==> src/rtl/lgs_pkg.sv <==
// Shared types, constants and cell functions for the Life generation stream.
// No dependencies; every rtl module imports this package.
`default_nettype none

package lgs_pkg;

    localparam int MAX_COLS = 62;
    localparam int COL_W    = 6;
    localparam int ROW_W    = 12;
    localparam int IN_W     = 8;
    localparam int OUT_W    = 24;
    localparam int QDEPTH   = 4;
    localparam int QPTR_W   = $clog2(QDEPTH);
    localparam int QCNT_W   = $clog2(QDEPTH + 1);
    localparam int APB_AW   = 3;
    localparam int APB_DW   = 32;

    // Register indexes (paddr[2])
    localparam logic REG_GRID_ROWS = 1'b0;
    localparam logic REG_GRID_COLS = 1'b1;

    typedef logic [MAX_COLS-1:0] row_t;

    // One queue transaction: up to two ready-made results plus an optional
    // last-row flush carrying the two rows it needs.
    typedef struct packed {
        logic             has_a;
        logic             has_b;
        logic             has_flush;
        logic             nxt_a;
        logic             chg_a;
        logic             nxt_b;
        logic             chg_b;
        logic [ROW_W-1:0] row_ab;
        logic [COL_W-1:0] col_a;
        logic [COL_W-1:0] col_b;
        logic [ROW_W-1:0] flush_row;
        row_t             above;
        row_t             here;
    } q_entry_t;

    typedef struct packed {
        logic [ROW_W-1:0] row;
        logic [COL_W-1:0] col;
    } front_stat_t;

    typedef struct packed {
        logic busy;
    } back_stat_t;

    typedef enum logic [1:0] {
        BK_IDLE,
        BK_A,
        BK_B,
        BK_FLUSH
    } bk_state_t;

    // B3/S23
    function automatic logic life_next(input logic [7:0] nb, input logic cur);
        logic [3:0] cnt;
        cnt = '0;
        for (int i = 0; i < 8; i++)
        begin
            cnt = cnt + {3'b000, nb[i]};
        end
        return (cnt == 4'd3) || (cur && (cnt == 4'd2));
    endfunction

    // Shift right by one within the first n bits; bit n-1 takes fill.
    function automatic row_t row_step(input row_t v, input logic [COL_W-1:0] n,
                                      input logic fill);
        row_t             r;
        row_t             sh;
        logic [COL_W-1:0] top;
        sh  = {1'b0, v[MAX_COLS-1:1]};
        top = n - 1'b1;
        for (int i = 0; i < MAX_COLS; i++)
        begin
            if (COL_W'(i) == top)
                r[i] = fill;
            else if (COL_W'(i) < top)
                r[i] = sh[i];
            else
                r[i] = 1'b0;
        end
        return r;
    endfunction

    function automatic logic [COL_W-1:0] used_cols(input logic [COL_W-1:0] g);
        if (g == '0)
            return COL_W'(1);
        else if (g > COL_W'(MAX_COLS))
            return COL_W'(MAX_COLS);
        else
            return g;
    endfunction

    function automatic logic [ROW_W-1:0] used_rows(input logic [ROW_W-1:0] g);
        return (g == '0) ? ROW_W'(1) : g;
    endfunction

endpackage

`default_nettype wire

==> src/rtl/life_generation_stream.sv <==
// Top level of the Life (B3/S23) generation stream: APB registers, front end,
// transaction queue and back end. Depends on lgs_pkg, lgs_front, lgs_queue, lgs_back.
//
//  channel  | dir | handshake              | payload
//  ---------+-----+------------------------+------------------------------------------
//  s_*      | in  | s_tvalid / s_tready    | tdata[0] alive
//  m_*      | out | m_tvalid / m_tready    | tdata next_alive, changed, row, col;
//           |     |                        | tlast run_last; tuser generation_end
//  apb      | in  | psel & penable, pready | 0x0 grid_rows[11:0], 0x4 grid_cols[5:0]
//
// One cell is taken per cycle while the four-entry transaction queue has room.
// Results leave at one per cycle from the back end while m_tready is high; a generation's
// last cell adds one flush result per column in use, which the back end walks one column
// per cycle (again while m_tready is high) as the front keeps taking cells of the next generation.
// Reset (or any register write) clears the row stores and both counters.
// A stalled m_tready holds the output register and, once the queue fills, s_tready.
`default_nettype none

module life_generation_stream (
    input  wire logic                         clk,
    input  wire logic                         rst_n,
    // cell stream in
    input  wire logic                         s_tvalid,
    output      logic                         s_tready,
    input  wire logic [lgs_pkg::IN_W-1:0]     s_tdata,   // [0] alive, [7:1] zero
    // result stream out
    output      logic                         m_tvalid,
    input  wire logic                         m_tready,
    // [0] next_alive, [1] changed, [13:2] cell_row, [19:14] cell_col, [23:20] zero
    output      logic [lgs_pkg::OUT_W-1:0]    m_tdata,
    output      logic                         m_tlast,   // run_last
    output      logic                         m_tuser,   // [0] generation_end
    // register port
    input  wire logic                         psel,
    input  wire logic                         penable,
    input  wire logic                         pwrite,
    input  wire logic [lgs_pkg::APB_AW-1:0]   paddr,
    input  wire logic [lgs_pkg::APB_DW-1:0]   pwdata,
    output      logic [lgs_pkg::APB_DW-1:0]   prdata,
    output      logic                         pready
);
    import lgs_pkg::*;

    logic [ROW_W-1:0] grid_rows_reg;
    logic [COL_W-1:0] grid_cols_reg;
    logic             cfg_wr;
    logic             reg_idx;
    logic [COL_W-1:0] ncols;
    logic [ROW_W-1:0] nrows;

    logic        q_full, q_push, q_pop, q_valid;
    q_entry_t    q_in, q_head;
    front_stat_t front_stat;
    back_stat_t  back_stat;

    // --- register port; register index is the word address bit
    assign pready  = 1'b1;
    assign reg_idx = paddr[2];
    assign cfg_wr  = psel && penable && pwrite && pready;

    always_comb
    begin
        prdata = '0;
        unique case (reg_idx)
            REG_GRID_ROWS: prdata = {{(APB_DW-ROW_W){1'b0}}, grid_rows_reg};
            REG_GRID_COLS: prdata = {{(APB_DW-COL_W){1'b0}}, grid_cols_reg};
            default:       prdata = '0;
        endcase
    end

    always_ff @(posedge clk or negedge rst_n)
    begin
        if (!rst_n)
        begin
            grid_rows_reg <= ROW_W'(64);
            grid_cols_reg <= COL_W'(32);
        end
        else if (cfg_wr)
        begin
            unique case (reg_idx)
                REG_GRID_ROWS: grid_rows_reg <= pwdata[ROW_W-1:0];
                REG_GRID_COLS: grid_cols_reg <= pwdata[COL_W-1:0];
                default:       grid_rows_reg <= grid_rows_reg;
            endcase
        end
    end

    // zero acts as one, column count saturates at MAX_COLS
    assign ncols = used_cols(grid_cols_reg);
    assign nrows = used_rows(grid_rows_reg);

    // --- front: window and row stores
    lgs_front u_front (
        .clk      (clk),
        .rst_n    (rst_n),
        .clr      (cfg_wr),
        .ncols    (ncols),
        .nrows    (nrows),
        .s_tvalid (s_tvalid),
        .s_tready (s_tready),
        .s_tdata  (s_tdata),
        .q_full   (q_full),
        .q_push   (q_push),
        .q_entry  (q_in),
        .stat     (front_stat)
    );

    // --- transaction queue
    lgs_queue u_queue (
        .clk   (clk),
        .rst_n (rst_n),
        .push  (q_push),
        .din   (q_in),
        .full  (q_full),
        .pop   (q_pop),
        .head  (q_head),
        .valid (q_valid)
    );

    // --- back: result sequencer and output register
    lgs_back u_back (
        .clk      (clk),
        .rst_n    (rst_n),
        .ncols    (ncols),
        .q_valid  (q_valid),
        .q_head   (q_head),
        .q_pop    (q_pop),
        .m_tvalid (m_tvalid),
        .m_tready (m_tready),
        .m_tdata  (m_tdata),
        .m_tlast  (m_tlast),
        .m_tuser  (m_tuser),
        .stat     (back_stat)
    );

    // --- checks
    // the generation's final result always closes its transaction
    a_gen_end_last: assert property (@(posedge clk) disable iff (!rst_n)
        (m_tvalid && m_tuser) |-> m_tlast)
        else $error("generation_end without run_last");

    // an idle back end picks up a waiting transaction on the next edge
    a_back_picks_up: assert property (@(posedge clk) disable iff (!rst_n)
        (q_valid && !back_stat.busy) |=> back_stat.busy)
        else $error("back end left a queued transaction waiting");

    // a register write restarts the generation at the first cell
    a_cfg_restart: assert property (@(posedge clk) disable iff (!rst_n)
        cfg_wr |=> (front_stat.row == '0 && front_stat.col == '0))
        else $error("register write did not restart the generation");

endmodule

`default_nettype wire

==> src/rtl/lgs_front.sv <==
// Front end: accepts cells, keeps the three row stores and the 3x3 window,
// and queues result transactions. Depends on lgs_pkg.
`default_nettype none

module lgs_front (
    input  wire logic                        clk,
    input  wire logic                        rst_n,
    input  wire logic                        clr,
    input  wire logic [lgs_pkg::COL_W-1:0]   ncols,
    input  wire logic [lgs_pkg::ROW_W-1:0]   nrows,
    input  wire logic                        s_tvalid,
    output      logic                        s_tready,
    input  wire logic [lgs_pkg::IN_W-1:0]    s_tdata,
    input  wire logic                        q_full,
    output      logic                        q_push,
    output      lgs_pkg::q_entry_t           q_entry,
    output      lgs_pkg::front_stat_t        stat
);
    import lgs_pkg::*;

    // Rows rotate so the current column always sits at bit 0.
    row_t             upper_reg, upper_next;
    row_t             middle_reg, middle_next;
    row_t             incoming_reg, incoming_next;
    logic             up_h1_reg, up_h2_reg, mid_h1_reg, mid_h2_reg;
    logic             low_h1_reg, low_h2_reg;
    logic [ROW_W-1:0] row_reg, row_next;
    logic [COL_W-1:0] col_reg, col_next;

    logic acc, alive, last_col, last_row, restart;
    row_t up_rot, mid_rot, inc_ins;

    assign s_tready = !q_full;
    assign acc      = s_tvalid && s_tready;
    assign alive    = s_tdata[0];
    assign last_col = (col_reg == ncols - 1'b1);
    assign last_row = (row_reg == nrows - 1'b1);
    assign restart  = clr || (acc && last_col && last_row);

    assign up_rot  = row_step(upper_reg, ncols, upper_reg[0]);
    assign mid_rot = row_step(middle_reg, ncols, middle_reg[0]);
    assign inc_ins = row_step(incoming_reg, ncols, alive);

    always_comb
    begin
        q_entry.has_a     = (row_reg != '0) && (col_reg != '0);
        q_entry.has_b     = (row_reg != '0) && last_col;
        q_entry.has_flush = last_col && last_row;
        // cell (r-1, c-1)
        q_entry.nxt_a     = life_next({up_h2_reg, up_h1_reg, upper_reg[0],
                                       mid_h2_reg, middle_reg[0],
                                       low_h2_reg, low_h1_reg, alive}, mid_h1_reg);
        q_entry.chg_a     = q_entry.nxt_a ^ mid_h1_reg;
        // cell (r-1, c) at the right edge; column c+1 is outside
        q_entry.nxt_b     = life_next({1'b0, up_h1_reg, upper_reg[0],
                                       1'b0, mid_h1_reg,
                                       1'b0, low_h1_reg, alive}, middle_reg[0]);
        q_entry.chg_b     = q_entry.nxt_b ^ middle_reg[0];
        q_entry.row_ab    = row_reg - 1'b1;
        q_entry.col_a     = col_reg - 1'b1;
        q_entry.col_b     = col_reg;
        q_entry.flush_row = row_reg;
        q_entry.above     = mid_rot;
        q_entry.here      = inc_ins;
    end

    assign q_push = acc && (q_entry.has_a || q_entry.has_b || q_entry.has_flush);

    always_comb
    begin
        upper_next    = upper_reg;
        middle_next   = middle_reg;
        incoming_next = incoming_reg;
        row_next      = row_reg;
        col_next      = col_reg;
        if (restart)
        begin
            upper_next    = '0;
            middle_next   = '0;
            incoming_next = '0;
            row_next      = '0;
            col_next      = '0;
        end
        else if (acc && last_col)
        begin
            upper_next    = mid_rot;
            middle_next   = inc_ins;
            incoming_next = '0;
            row_next      = row_reg + 1'b1;
            col_next      = '0;
        end
        else if (acc)
        begin
            upper_next    = up_rot;
            middle_next   = mid_rot;
            incoming_next = inc_ins;
            col_next      = col_reg + 1'b1;
        end
    end

    always_ff @(posedge clk or negedge rst_n)
    begin
        if (!rst_n)
        begin
            upper_reg    <= '0;
            middle_reg   <= '0;
            incoming_reg <= '0;
            row_reg      <= '0;
            col_reg      <= '0;
            up_h1_reg    <= 1'b0;
            up_h2_reg    <= 1'b0;
            mid_h1_reg   <= 1'b0;
            mid_h2_reg   <= 1'b0;
            low_h1_reg   <= 1'b0;
            low_h2_reg   <= 1'b0;
        end
        else
        begin
            upper_reg    <= upper_next;
            middle_reg   <= middle_next;
            incoming_reg <= incoming_next;
            row_reg      <= row_next;
            col_reg      <= col_next;
            if (restart || (acc && last_col))
            begin
                up_h1_reg  <= 1'b0;
                up_h2_reg  <= 1'b0;
                mid_h1_reg <= 1'b0;
                mid_h2_reg <= 1'b0;
                low_h1_reg <= 1'b0;
                low_h2_reg <= 1'b0;
            end
            else if (acc)
            begin
                up_h1_reg  <= upper_reg[0];
                up_h2_reg  <= up_h1_reg;
                mid_h1_reg <= middle_reg[0];
                mid_h2_reg <= mid_h1_reg;
                low_h1_reg <= alive;
                low_h2_reg <= low_h1_reg;
            end
        end
    end

    assign stat.row = row_reg;
    assign stat.col = col_reg;

endmodule

`default_nettype wire

==> src/rtl/lgs_queue.sv <==
// Short FIFO of result transactions between front and back.
// Depends on lgs_pkg.
`default_nettype none

module lgs_queue (
    input  wire logic              clk,
    input  wire logic              rst_n,
    input  wire logic              push,
    input  wire lgs_pkg::q_entry_t din,
    output      logic              full,
    input  wire logic              pop,
    output      lgs_pkg::q_entry_t head,
    output      logic              valid
);
    import lgs_pkg::*;

    q_entry_t          slot_reg [QDEPTH];
    logic [QPTR_W-1:0] wr_reg, rd_reg;
    logic [QCNT_W-1:0] cnt_reg, cnt_next;
    logic              do_push, do_pop;

    assign full    = (cnt_reg == QCNT_W'(QDEPTH));
    assign valid   = (cnt_reg != '0);
    assign head    = slot_reg[rd_reg];
    assign do_push = push && !full;
    assign do_pop  = pop && valid;

    always_comb
    begin
        cnt_next = cnt_reg;
        if (do_push && !do_pop)
            cnt_next = cnt_reg + 1'b1;
        else if (do_pop && !do_push)
            cnt_next = cnt_reg - 1'b1;
    end

    always_ff @(posedge clk or negedge rst_n)
    begin
        if (!rst_n)
        begin
            wr_reg  <= '0;
            rd_reg  <= '0;
            cnt_reg <= '0;
        end
        else
        begin
            cnt_reg <= cnt_next;
            if (do_push)
                wr_reg <= wr_reg + 1'b1;
            if (do_pop)
                rd_reg <= rd_reg + 1'b1;
        end
    end

    always_ff @(posedge clk)
    begin
        if (do_push)
            slot_reg[wr_reg] <= din;
    end

endmodule

`default_nettype wire

==> src/rtl/lgs_back.sv <==
// Back end: plays out queued transactions one result per cycle while m_tready allows,
// walks the last-row flush, and holds the output register. Depends on lgs_pkg.
`default_nettype none

module lgs_back (
    input  wire logic                       clk,
    input  wire logic                       rst_n,
    input  wire logic [lgs_pkg::COL_W-1:0]  ncols,
    input  wire logic                       q_valid,
    input  wire lgs_pkg::q_entry_t          q_head,
    output      logic                       q_pop,
    output      logic                       m_tvalid,
    input  wire logic                       m_tready,
    output      logic [lgs_pkg::OUT_W-1:0]  m_tdata,
    output      logic                       m_tlast,
    output      logic                       m_tuser,
    output      lgs_pkg::back_stat_t        stat
);
    import lgs_pkg::*;

    bk_state_t        state_reg, state_next, first_state;
    q_entry_t         job_reg;
    row_t             abv_reg, here_reg;
    logic             ah1_reg, hh1_reg;
    logic [COL_W-1:0] cc_reg;

    logic             out_valid_reg;
    logic [OUT_W-1:0] out_data_reg;
    logic             out_last_reg, out_gen_end_reg;

    logic             emit, last_step, gen_end, res_nxt, res_chg;
    logic [ROW_W-1:0] res_row;
    logic [COL_W-1:0] res_col;

    assign emit  = (state_reg != BK_IDLE) && (!out_valid_reg || m_tready);
    assign q_pop = q_valid && ((state_reg == BK_IDLE) || (emit && last_step));

    always_comb
    begin
        if (q_head.has_a)
            first_state = BK_A;
        else if (q_head.has_b)
            first_state = BK_B;
        else
            first_state = BK_FLUSH;
    end

    // next state
    always_comb
    begin
        state_next = state_reg;
        unique case (state_reg)
            BK_IDLE:
            begin
                if (q_valid)
                    state_next = first_state;
            end
            BK_A, BK_B, BK_FLUSH:
            begin
                if (emit && last_step)
                    state_next = q_valid ? first_state : BK_IDLE;
                else if (emit && state_reg == BK_A)
                    state_next = job_reg.has_b ? BK_B : BK_FLUSH;
                else if (emit && state_reg == BK_B)
                    state_next = BK_FLUSH;
            end
            default: state_next = BK_IDLE;
        endcase
    end

    // result of the current step
    always_comb
    begin
        res_nxt   = 1'b0;
        res_chg   = 1'b0;
        res_row   = job_reg.row_ab;
        res_col   = job_reg.col_a;
        last_step = 1'b0;
        gen_end   = 1'b0;
        unique case (state_reg)
            BK_IDLE:
            begin
                last_step = 1'b0;
            end
            BK_A:
            begin
                res_nxt   = job_reg.nxt_a;
                res_chg   = job_reg.chg_a;
                last_step = !job_reg.has_b && !job_reg.has_flush;
            end
            BK_B:
            begin
                res_nxt   = job_reg.nxt_b;
                res_chg   = job_reg.chg_b;
                res_col   = job_reg.col_b;
                last_step = !job_reg.has_flush;
            end
            BK_FLUSH:
            begin
                // row below is outside the grid
                res_nxt   = life_next({3'b000, ah1_reg, abv_reg[0], abv_reg[1],
                                       hh1_reg, here_reg[1]}, here_reg[0]);
                res_chg   = res_nxt ^ here_reg[0];
                res_row   = job_reg.flush_row;
                res_col   = cc_reg;
                last_step = (cc_reg == ncols - 1'b1);
                gen_end   = last_step;
            end
            default: last_step = 1'b0;
        endcase
    end

    always_ff @(posedge clk or negedge rst_n)
    begin
        if (!rst_n)
        begin
            state_reg     <= BK_IDLE;
            out_valid_reg <= 1'b0;
        end
        else
        begin
            state_reg <= state_next;
            if (emit)
                out_valid_reg <= 1'b1;
            else if (m_tready)
                out_valid_reg <= 1'b0;
        end
    end

    always_ff @(posedge clk)
    begin
        if (q_pop)
        begin
            job_reg  <= q_head;
            abv_reg  <= q_head.above;
            here_reg <= q_head.here;
            ah1_reg  <= 1'b0;
            hh1_reg  <= 1'b0;
            cc_reg   <= '0;
        end
        else if (emit && state_reg == BK_FLUSH)
        begin
            abv_reg  <= {1'b0, abv_reg[MAX_COLS-1:1]};
            here_reg <= {1'b0, here_reg[MAX_COLS-1:1]};
            ah1_reg  <= abv_reg[0];
            hh1_reg  <= here_reg[0];
            cc_reg   <= cc_reg + 1'b1;
        end
        if (emit)
        begin
            out_data_reg    <= {4'b0000, res_col, res_row, res_chg, res_nxt};
            out_last_reg    <= last_step;
            out_gen_end_reg <= gen_end;
        end
    end

    assign m_tvalid  = out_valid_reg;
    assign m_tdata   = out_data_reg;
    assign m_tlast   = out_last_reg;
    assign m_tuser   = out_gen_end_reg;
    assign stat.busy = (state_reg != BK_IDLE);

endmodule

`default_nettype wire

==> config.mk <==
export PLATFORM = sky130hd
export DESIGN_NAME = life_generation_stream
export DESIGN_NICKNAME = d
export VERILOG_FILES = /design/src/rtl/lgs_pkg.sv /design/src/rtl/life_generation_stream.sv /design/src/rtl/lgs_front.sv /design/src/rtl/lgs_queue.sv /design/src/rtl/lgs_back.sv
export SDC_FILE = /design/constraint.sdc
export NUM_CORES = 1
export LEC_CHECK = 0
export ABC_CLOCK_PERIOD_IN_PS = 28700
export BUFFER_PORTS_ARGS = -buffer_cell sky130_fd_sc_hd__clkbuf_2
export CAP_MARGIN = 20
export CORE_MARGIN = 3
export CORE_UTILIZATION = 35
export CTS_CLUSTER_SIZE = 20
export DETAILED_ROUTE_END_ITERATION = 10
export GPL_TIMING_DRIVEN = 0
export SLEW_MARGIN = 20
export SYNTH_ARGS = -nofsm -noshare
export SYNTH_HDL_FRONTEND = slang
export SYNTH_SLANG_ARGS = --single-unit
==> constraint.sdc <==
create_clock -name clk -period 28.7 [get_ports clk]
set_input_delay 4.305 -clock clk [delete_from_list [all_inputs] [get_ports clk]]
set_output_delay 4.305 -clock clk [all_outputs]
set_load 0.1 [all_outputs]
# After elaboration in Yosys (flattened, before gate mapping)
# Memories as Yosys holds them, arrays and structs flattened.
# Index checks and enable logic that the tools add are counted.
classes:
  add_sub_neg: 25
  order_cmp: 62
  eq_ne: 77
  muxes: 423
  n_bitwise: 4
  reduce_logical: 57
ops:
  columns: ["cell", "count"]
  rows:
  - ["two-way mux 62 bit", 13]
  - ["two-way mux 1 bit", 387]
  - ["== test 6 bit, first input constant", 30]
  - ["< comparator 6 bit, first input constant", 29]
  - ["== test 5 x 6 -> 1 bit, first input constant", 16]
  - ["< comparator 5 x 6 -> 1 bit, first input constant", 16]
  - ["case mux 32 bit (2 select lines)", 1]
  - ["adder 4 x 1 -> 4 bit", 12]
  - ["== test 4 x 6 -> 1 bit, first input constant", 8]
  - ["< comparator 4 x 6 -> 1 bit, first input constant", 8]
  - ["two-way mux 12 bit", 4]
  - ["two-way mux 6 bit", 5]
  - ["== test 3 x 6 -> 1 bit, first input constant", 4]
  - ["== test 4 x 2 -> 1 bit, second input constant", 6]
  - ["< comparator 3 x 6 -> 1 bit, first input constant", 4]
  - ["subtractor 12 x 1 -> 12 bit, second input constant", 2]
  - ["logical AND 1 bit", 23]
  - ["adder 12 x 1 -> 12 bit, second input constant", 1]
  - ["adder 6 x 1 -> 6 bit, second input constant", 2]
  - ["== test 12 bit", 1]
  - ["== test 2 x 6 -> 1 bit, first input constant", 2]
  - ["== test 6 bit", 2]
  - ["logical NOT 12 bit", 1]
  - ["logical NOT 6 bit", 2]
  - ["other kinds (32)", 69]
totals:
  regBits: 434
  ram_bits: 668
  in_bits: 50
  out_inout_bits: 61
  wordCells: 686
  memories: 1
mem_list:
  columns: ["memory", "words", "word_bits", "read_ports", "rd_clocked_by_memory_dff", "write_ports", "line_no", "source"]
  rows:
  - ["u_queue.slot_reg", 4, 167, 1, 0, 1, "lgs_queue.sv:17", "q_entry_t slot_reg [QDEPTH];"]

# Depth between registers and ports, before layout
depth:
  depth_word: 14
  mapped_depth: 24
  depth_no_buf: 18

# By module
# From an unflattened synthesis, not the netlist that was laid out.
unflattened:
  hier_cells: 3710
  hier_area_um2: 51151.6
by_module_without_submodules:
  columns: ["mod", "n_inst", "cells_each", "area_each_um2", "seq_area_each_um2"]
  rows:
  - ["lgs_queue", 1, 908, 24498.5, 20234.4]
  - ["lgs_front", 1, 1623, 13955.9, 5230.0]
  - ["lgs_back", 1, 1078, 11577.4, 5880.6]
  - ["life_generation_stream", 1, 101, 1119.8, 452.9]

# Least setup slack after synthesis
# OpenSTA, ideal clock, no wires.
synth_path:
  kind: "input to register"
  startpoint: "input port m_tready"
  endpoint: "register u_back.abv_reg[0] (enable)"
  setup_ns: 0.779
  arrival_ns: 13.228
  t_required_ns: 27.921
  slack_ns: 14.693
  path_stages: 3
  path_buffers: 1
  path_cell_list: "nor2b_1 -> clkbuf_1 -> o21ai_0"
synth_via:
  elab_chain_cells: 6
  elab_cells_between_ends: 7
  cone_classes: "7 x reduce/logical"
synth_rtl:
  columns: ["element", "line_no", "source"]
  rows:
  - ["from (decl)", "life_generation_stream.sv:28", "input wire logic m_tready,"]
  - ["logical OR 1 bit (*)", "lgs_back.sv:35", "assign emit = (state_reg != BK_IDLE) && (!out_valid_reg || m_tready);"]
  - ["logical AND 1 bit (*)", "lgs_back.sv:35", null]
  - ["logical AND 1 bit", "lgs_back.sv:36", "assign q_pop = q_valid && ((state_reg == BK_IDLE) || (emit && last_step));"]
  - ["logical OR 1 bit", "lgs_back.sv:36", null]
  - ["logical AND 1 bit", "lgs_back.sv:36", null]
  - ["nonzero test 2 bit (no source line) (*)", null, null]
  - ["to (signal assigned)", "lgs_back.sv:135", "abv_reg <= q_head.above;"]
  - ["to (signal assigned)", "lgs_back.sv:143", "abv_reg <= {1'b0, abv_reg[MAX_COLS-1:1]};"]
  - ["to (decl)", "lgs_back.sv:23", "row_t abv_reg, here_reg;"]
# Every way passes the cells marked *; elsewhere a longest branch is shown, timed or not.
# A chain may end at the register's enable or synchronous reset.

# Worst setup path in the final report
layout_path:
  startpoint: "input port paddr[2] in the netlist's numbering"
  endpoint: "output port prdata[0] in the netlist's numbering"
layout_via:
  elab_chain_cells: 2
layout_rtl:
  columns: ["element", "line_no", "source"]
  rows:
  - ["from (decl)", "life_generation_stream.sv:37", "input wire logic [lgs_pkg::APB_AW-1:0] paddr,"]
  - ["NOT 1 bit (no source line)", null, null]
  - ["case mux 32 bit (2 select lines) (*)", "life_generation_stream.sv:64", "unique case (reg_idx)"]
  - ["to (decl)", "life_generation_stream.sv:39", "output logic [lgs_pkg::APB_DW-1:0] prdata,"]
# Every way passes the cells marked *; elsewhere a longest branch is shown, timed or not. The select of a mux whose other input is x is not followed.

==> key figures <==
Status
  • Outcome: finished, final reports clean

Worst setup path
  • Critical path arrival: 5.94 ns
  • Capturing element of the worst setup path: prdata[0]
  • Depth of the most critical reg-to-reg path: 24
  • Biggest fanout along the worst timing path: 10
  • Largest delay contributor family on the critical path: buffers and inverters
  • Cells along the critical path: clkbuf_1, clkbuf_1, nand2_1, o21ai_0, clkbuf_2
  • Required arrival time at the worst endpoint: 24.40 ns
  • Cell type of the slowest stage on the worst timing path: clkbuf_2
  • Peak per-stage delay on the critical path: 0.54 ns
  • Path type of the worst setup path: primary input to output port
  • Most common cell on crit path: clkbuf_1
  • Buf+Inv Stages, Crit Path: 3
  • Reg2Reg Capture Point: u_back.abv_reg[15]
  • Startpoint kind of the worst setup timing path: primary input
  • CP Capture Type: output port
  • Minimum setup slack among reg-to-reg paths: 21.18 ns
  • Source of the critical timing path: paddr[2]
  • Worst flop-to-flop path startpoint: grid_cols_reg[5]
  • Stages on worst setup path: 5

Clock tree
  • Quantity of hold-fixing buffers added after cts: 0
  • TritonCTS clock tree: built
  • Setup bufs post-CTS: 0
  • Clock-pin slew on the worst setup and hold paths: 0.07 ns
  • Resized cells post-CTS: 0
  • CTS root buffer: clkbuf_16
  • Clk buf depth: 3
  • Worst skew pair latency: 0.75 ns
  • Total CTS buffers: 110
  • # clock sinks: 1,101
  • Htree depth: 3

Synthesis
  • Portion of the post-synthesis area used by sequential elements: 68.4%
  • Combined area of all synthesized cells: 46,500 um2
  • Count of different cell masters after synthesis: 82
  • Post-synthesis simple-gate area fraction: 5.39%
  • Post-Synthesis Cells: 2,923
  • Multiplexer fraction of the synthesized cell area: 12.4%
  • YS warnings: 0
  • Commonest register cell after synthesis: edfxtp_1
  • Async set-or-reset flop fraction in the synthesized netlist: 21.5%
  • Share of the synthesized netlist area taken by xor and xnor gates: 1.30%
  • Number of synthesized flops with an enable pin: 856
  • Adder-Cell Fraction of Synth Area: 0.980%
  • Main combinational cell family by area after synthesis: multiplexers
  • Compound-gate portion of the synthesized area: 8.77%
  • Avg Cell Area, Syn: 15.9 um2
  • Yosys reg bits: 1,101

Floorplanning
  • Placement row count: 133
  • Core region area: 132,000 um2
  • Die Width: 370 um
  • Number of primary I/O pins: 111
  • Die footprint: 137,000 um2
  • Vertical die dimension: 370 um
  • Initial Utilization: 35.3%

Global routing
  • Final global-route overflow total: 0
  • Global-route wire length before repair: 214,000 um
  • Aggregate global-route resource usage: 21.8%
  • Maximum number of pins on one net before global-route repair: 63
  • Vias in the first global route: 28,284
  • Number of antenna violations at the first check in global routing: 2

Finish
  • Area Overhead vs Synth: 15.5%
  • Max FFs per register: 668
  • Nets: 3,230
  • Fraction of final layout cells with drive strength greater than 1: 21.8%

Drt
  • Per-cell routed wire length: 30.0 um
  • Number of violations reported at the end of detailed-routing iteration 0: 3,375
  • Detailed-router iteration count before antenna repair: 6
  • DRC violation count after routing: 0
  • Antenna violation net count after detailed routing: 0
  • Routed vias: 28,382
  • Routed Wire Length: 150,000 um
  • Per-cell via count in the routed design: 5.68

Timing
  • Sum of negative setup slack: 0 ns
  • Crit share post-route: 35.7%
  • Max Clk Rate: 97.6 MHz
  • Number of setup violations in the final report: 0
  • RSZ-0062 raised after global routing: false
  • Count of final hold-check violations: 0
  • Worst clock skew on the final layout: 0.0462 ns
  • Transition time at the pin with the least slew margin: 1.22 ns
  • Time the worst path needs with I/O delays and setup: 10.24 ns
  • Final Max Tran Viols: 0
  • Slew HR: 17.7%

Worst hold path
  • Class of the most critical hold timing path: register to register

Place
  • Final HPWL from detailed placement: 104,000 um
  • Port Buffers: 55
  • Placer congestion estimate: 0.993

Job
  • Max-capacitance violation count: 0

Power
  • Final Total Pwr: 5.22 mW
  • Sequential Power Share: 40.7%
  • Leakage power summed over all cells: 18.9 nW
  • Areal power density over the cells: 97.2 nW/um2
  • Portion of total power attributed to the clock network: 28.2%
  • Switch share: 34.8%
  • Switching power: 1.81 mW
  • Gate power share: 31.2%
  • Cell internal pwr: 3.41 mW
  • Worst vdd rail ir drop: 0.0578 mV
-- how the worst min path moves through the flow --
stage | cells past startpoint | slack, ns | to | startpoint
after CTS | 2 | 0.49 | u_front.middle_reg[61] | u_front.middle_reg[61]
after global routing | 2 | 0.51 | u_front.upper_reg[19] | u_front.upper_reg[19]
after detailed placement | 2 | 0.47 | u_front.middle_reg[61] | u_front.middle_reg[61]
after global placement | 2 | 0.46 | u_front.incoming_reg[42] | u_front.incoming_reg[42]
final | 2 | 0.49 | u_front.incoming_reg[31] | u_front.incoming_reg[31]
after floorplan | 2 | 0.44 | u_front.upper_reg[55] | u_front.upper_reg[55]
-- layout make-up --
cell class	instances	area [um2]
fillers	11855	77900
flip-flops and latches	1101	31800
multi-input cells	1559	13600
clock buffers	143	3060
well taps	1755	2200
repair buffers	91	1120
plain buffers	215	1050
clock inverters	65	659
inverters	71	267
diodes	1	2.50
-- Yosys cell counts (10+ instances only) --
| library cell | count | area share (%) |
|---|---|---|
| edfxtp_1 | 856 | 55 |
| mux2_1 | 14 | 0.34 |
| a32oi_1 | 14 | 0.26 |
| o21ai_0 | 92 | 0.99 |
| mux4_2 | 167 | 8.1 |
| buf_6 | 11 | 0.27 |
| buf_1 | 19 | 0.15 |
| buf_4 | 26 | 0.42 |
| nand2_1 | 174 | 1.4 |
| a21oi_1 | 80 | 0.86 |
| or3_1 | 10 | 0.13 |
| nor2_1 | 178 | 1.4 |
| mux2_2 | 148 | 3.6 |
| buf_2 | 29 | 0.31 |
| o31ai_1 | 12 | 0.19 |
| clkbuf_1 | 129 | 1.0 |
| xor2_1 | 30 | 0.57 |
| a32o_1 | 16 | 0.34 |
| nor4_1 | 13 | 0.17 |
| and2_1 | 12 | 0.16 |
| nand3_1 | 41 | 0.44 |
| xnor2_1 | 31 | 0.58 |
| dfrtp_1 | 235 | 13 |
| mux2i_1 | 17 | 0.37 |
| nor3_1 | 50 | 0.54 |
| and3_1 | 12 | 0.16 |
| a221o_1 | 52 | 1.1 |
| inv_1 | 69 | 0.56 |
| a21o_1 | 36 | 0.58 |
| a22o_1 | 125 | 2.4 |
| o22ai_1 | 13 | 0.17 |
| ha_1 | 22 | 0.59 |
| a22oi_1 | 58 | 0.94 |
-- routing by layer --
layer  GRT usage [%]  vias to the layer above  wire length, um
met4            8.06                        2             5800
met3            4.50                      324            12000
li1                -                    11860                -
met5               0                        -               13
met2            34.5                     1325            70000
met1            29.8                    14871            62300
-- metrics by stage --
| stage | area, um2 | cells | worst slack [ns] | utilization [%] | hold WS, ns |
|---|---|---|---|---|---|
| 2_1_floorplan | 46600 | 2946 | 14.69 | - | 0.442 |
| 3_3_place_gp | 49100 | 4756 | 7.73 | 37.3 | 0.464 |
| 3_5_place_dp | 50000 | 4790 | 18.39 | 38.0 | 0.471 |
| 4_1_cts | 53700 | 4998 | 18.39 | 40.8 | 0.486 |
| 5_1_grt | 53700 | 5000 | 18.33 | 40.8 | 0.511 |
| 6_report | 53700 | 5001 | 18.46 | 40.8 | 0.485 |
-- power groups by stage --
stage          Sequential, mW  Combinational [mW]  Clock [mW]
2_1_floorplan            2.23               0.930           0
3_3_place_gp             2.23                1.55           0
3_5_place_dp             2.15                1.62           0
4_1_cts                  2.12                1.63        1.50
5_1_grt                  2.14                1.72        1.56
6_report                 2.12                1.63        1.47
-- layout by cell type (no fill, tap or decap), types with 16 or more instances in the layout --
master	count
buf_2	31
inv_1	69
a21oi_1	80
a221o_1	52
a22oi_1	58
buf_4	27
o21ai_0	85
clkbuf_1	130
dfrtp_1	235
mux2_2	148
nor3_1	50
nor2_1	173
buf_16	25
a22o_1	125
xnor2_1	31
clkinv_2	21
buf_1	16
ha_1	22
nand3_1	41
clkbuf_16	112
clkbuf_2	74
mux2i_1	17
a32o_1	16
xor2_1	30
mux4_2	167
nand2_1	174
a21o_1	36
edfxtp_1	856
conb_1	25
-- worst register-to-register path, delay by kind of cell, from the launching register on --
family                   cells  cell delay, ns
buffers and inverters       13            3.67
AO/OA/AOI/OAI                5            1.39
AND/OR/NAND/NOR              4            1.14
flip-flops                   1            0.51
adder cells (fa/ha/maj)      1            0.26
XOR/XNOR                     1            0.22
-- cells by family after synthesis --
kind of cell | after synthesis
AOI/OAI and AO/OA | 547
xor gates and xnor gates | 64
adders and majority gates | 31
buffers and inverters | 286
DFF | 1101
muxes | 346
other | 2
and+or+nand+nor | 546
Note: power is estimated with default switching activity, not from simulation.
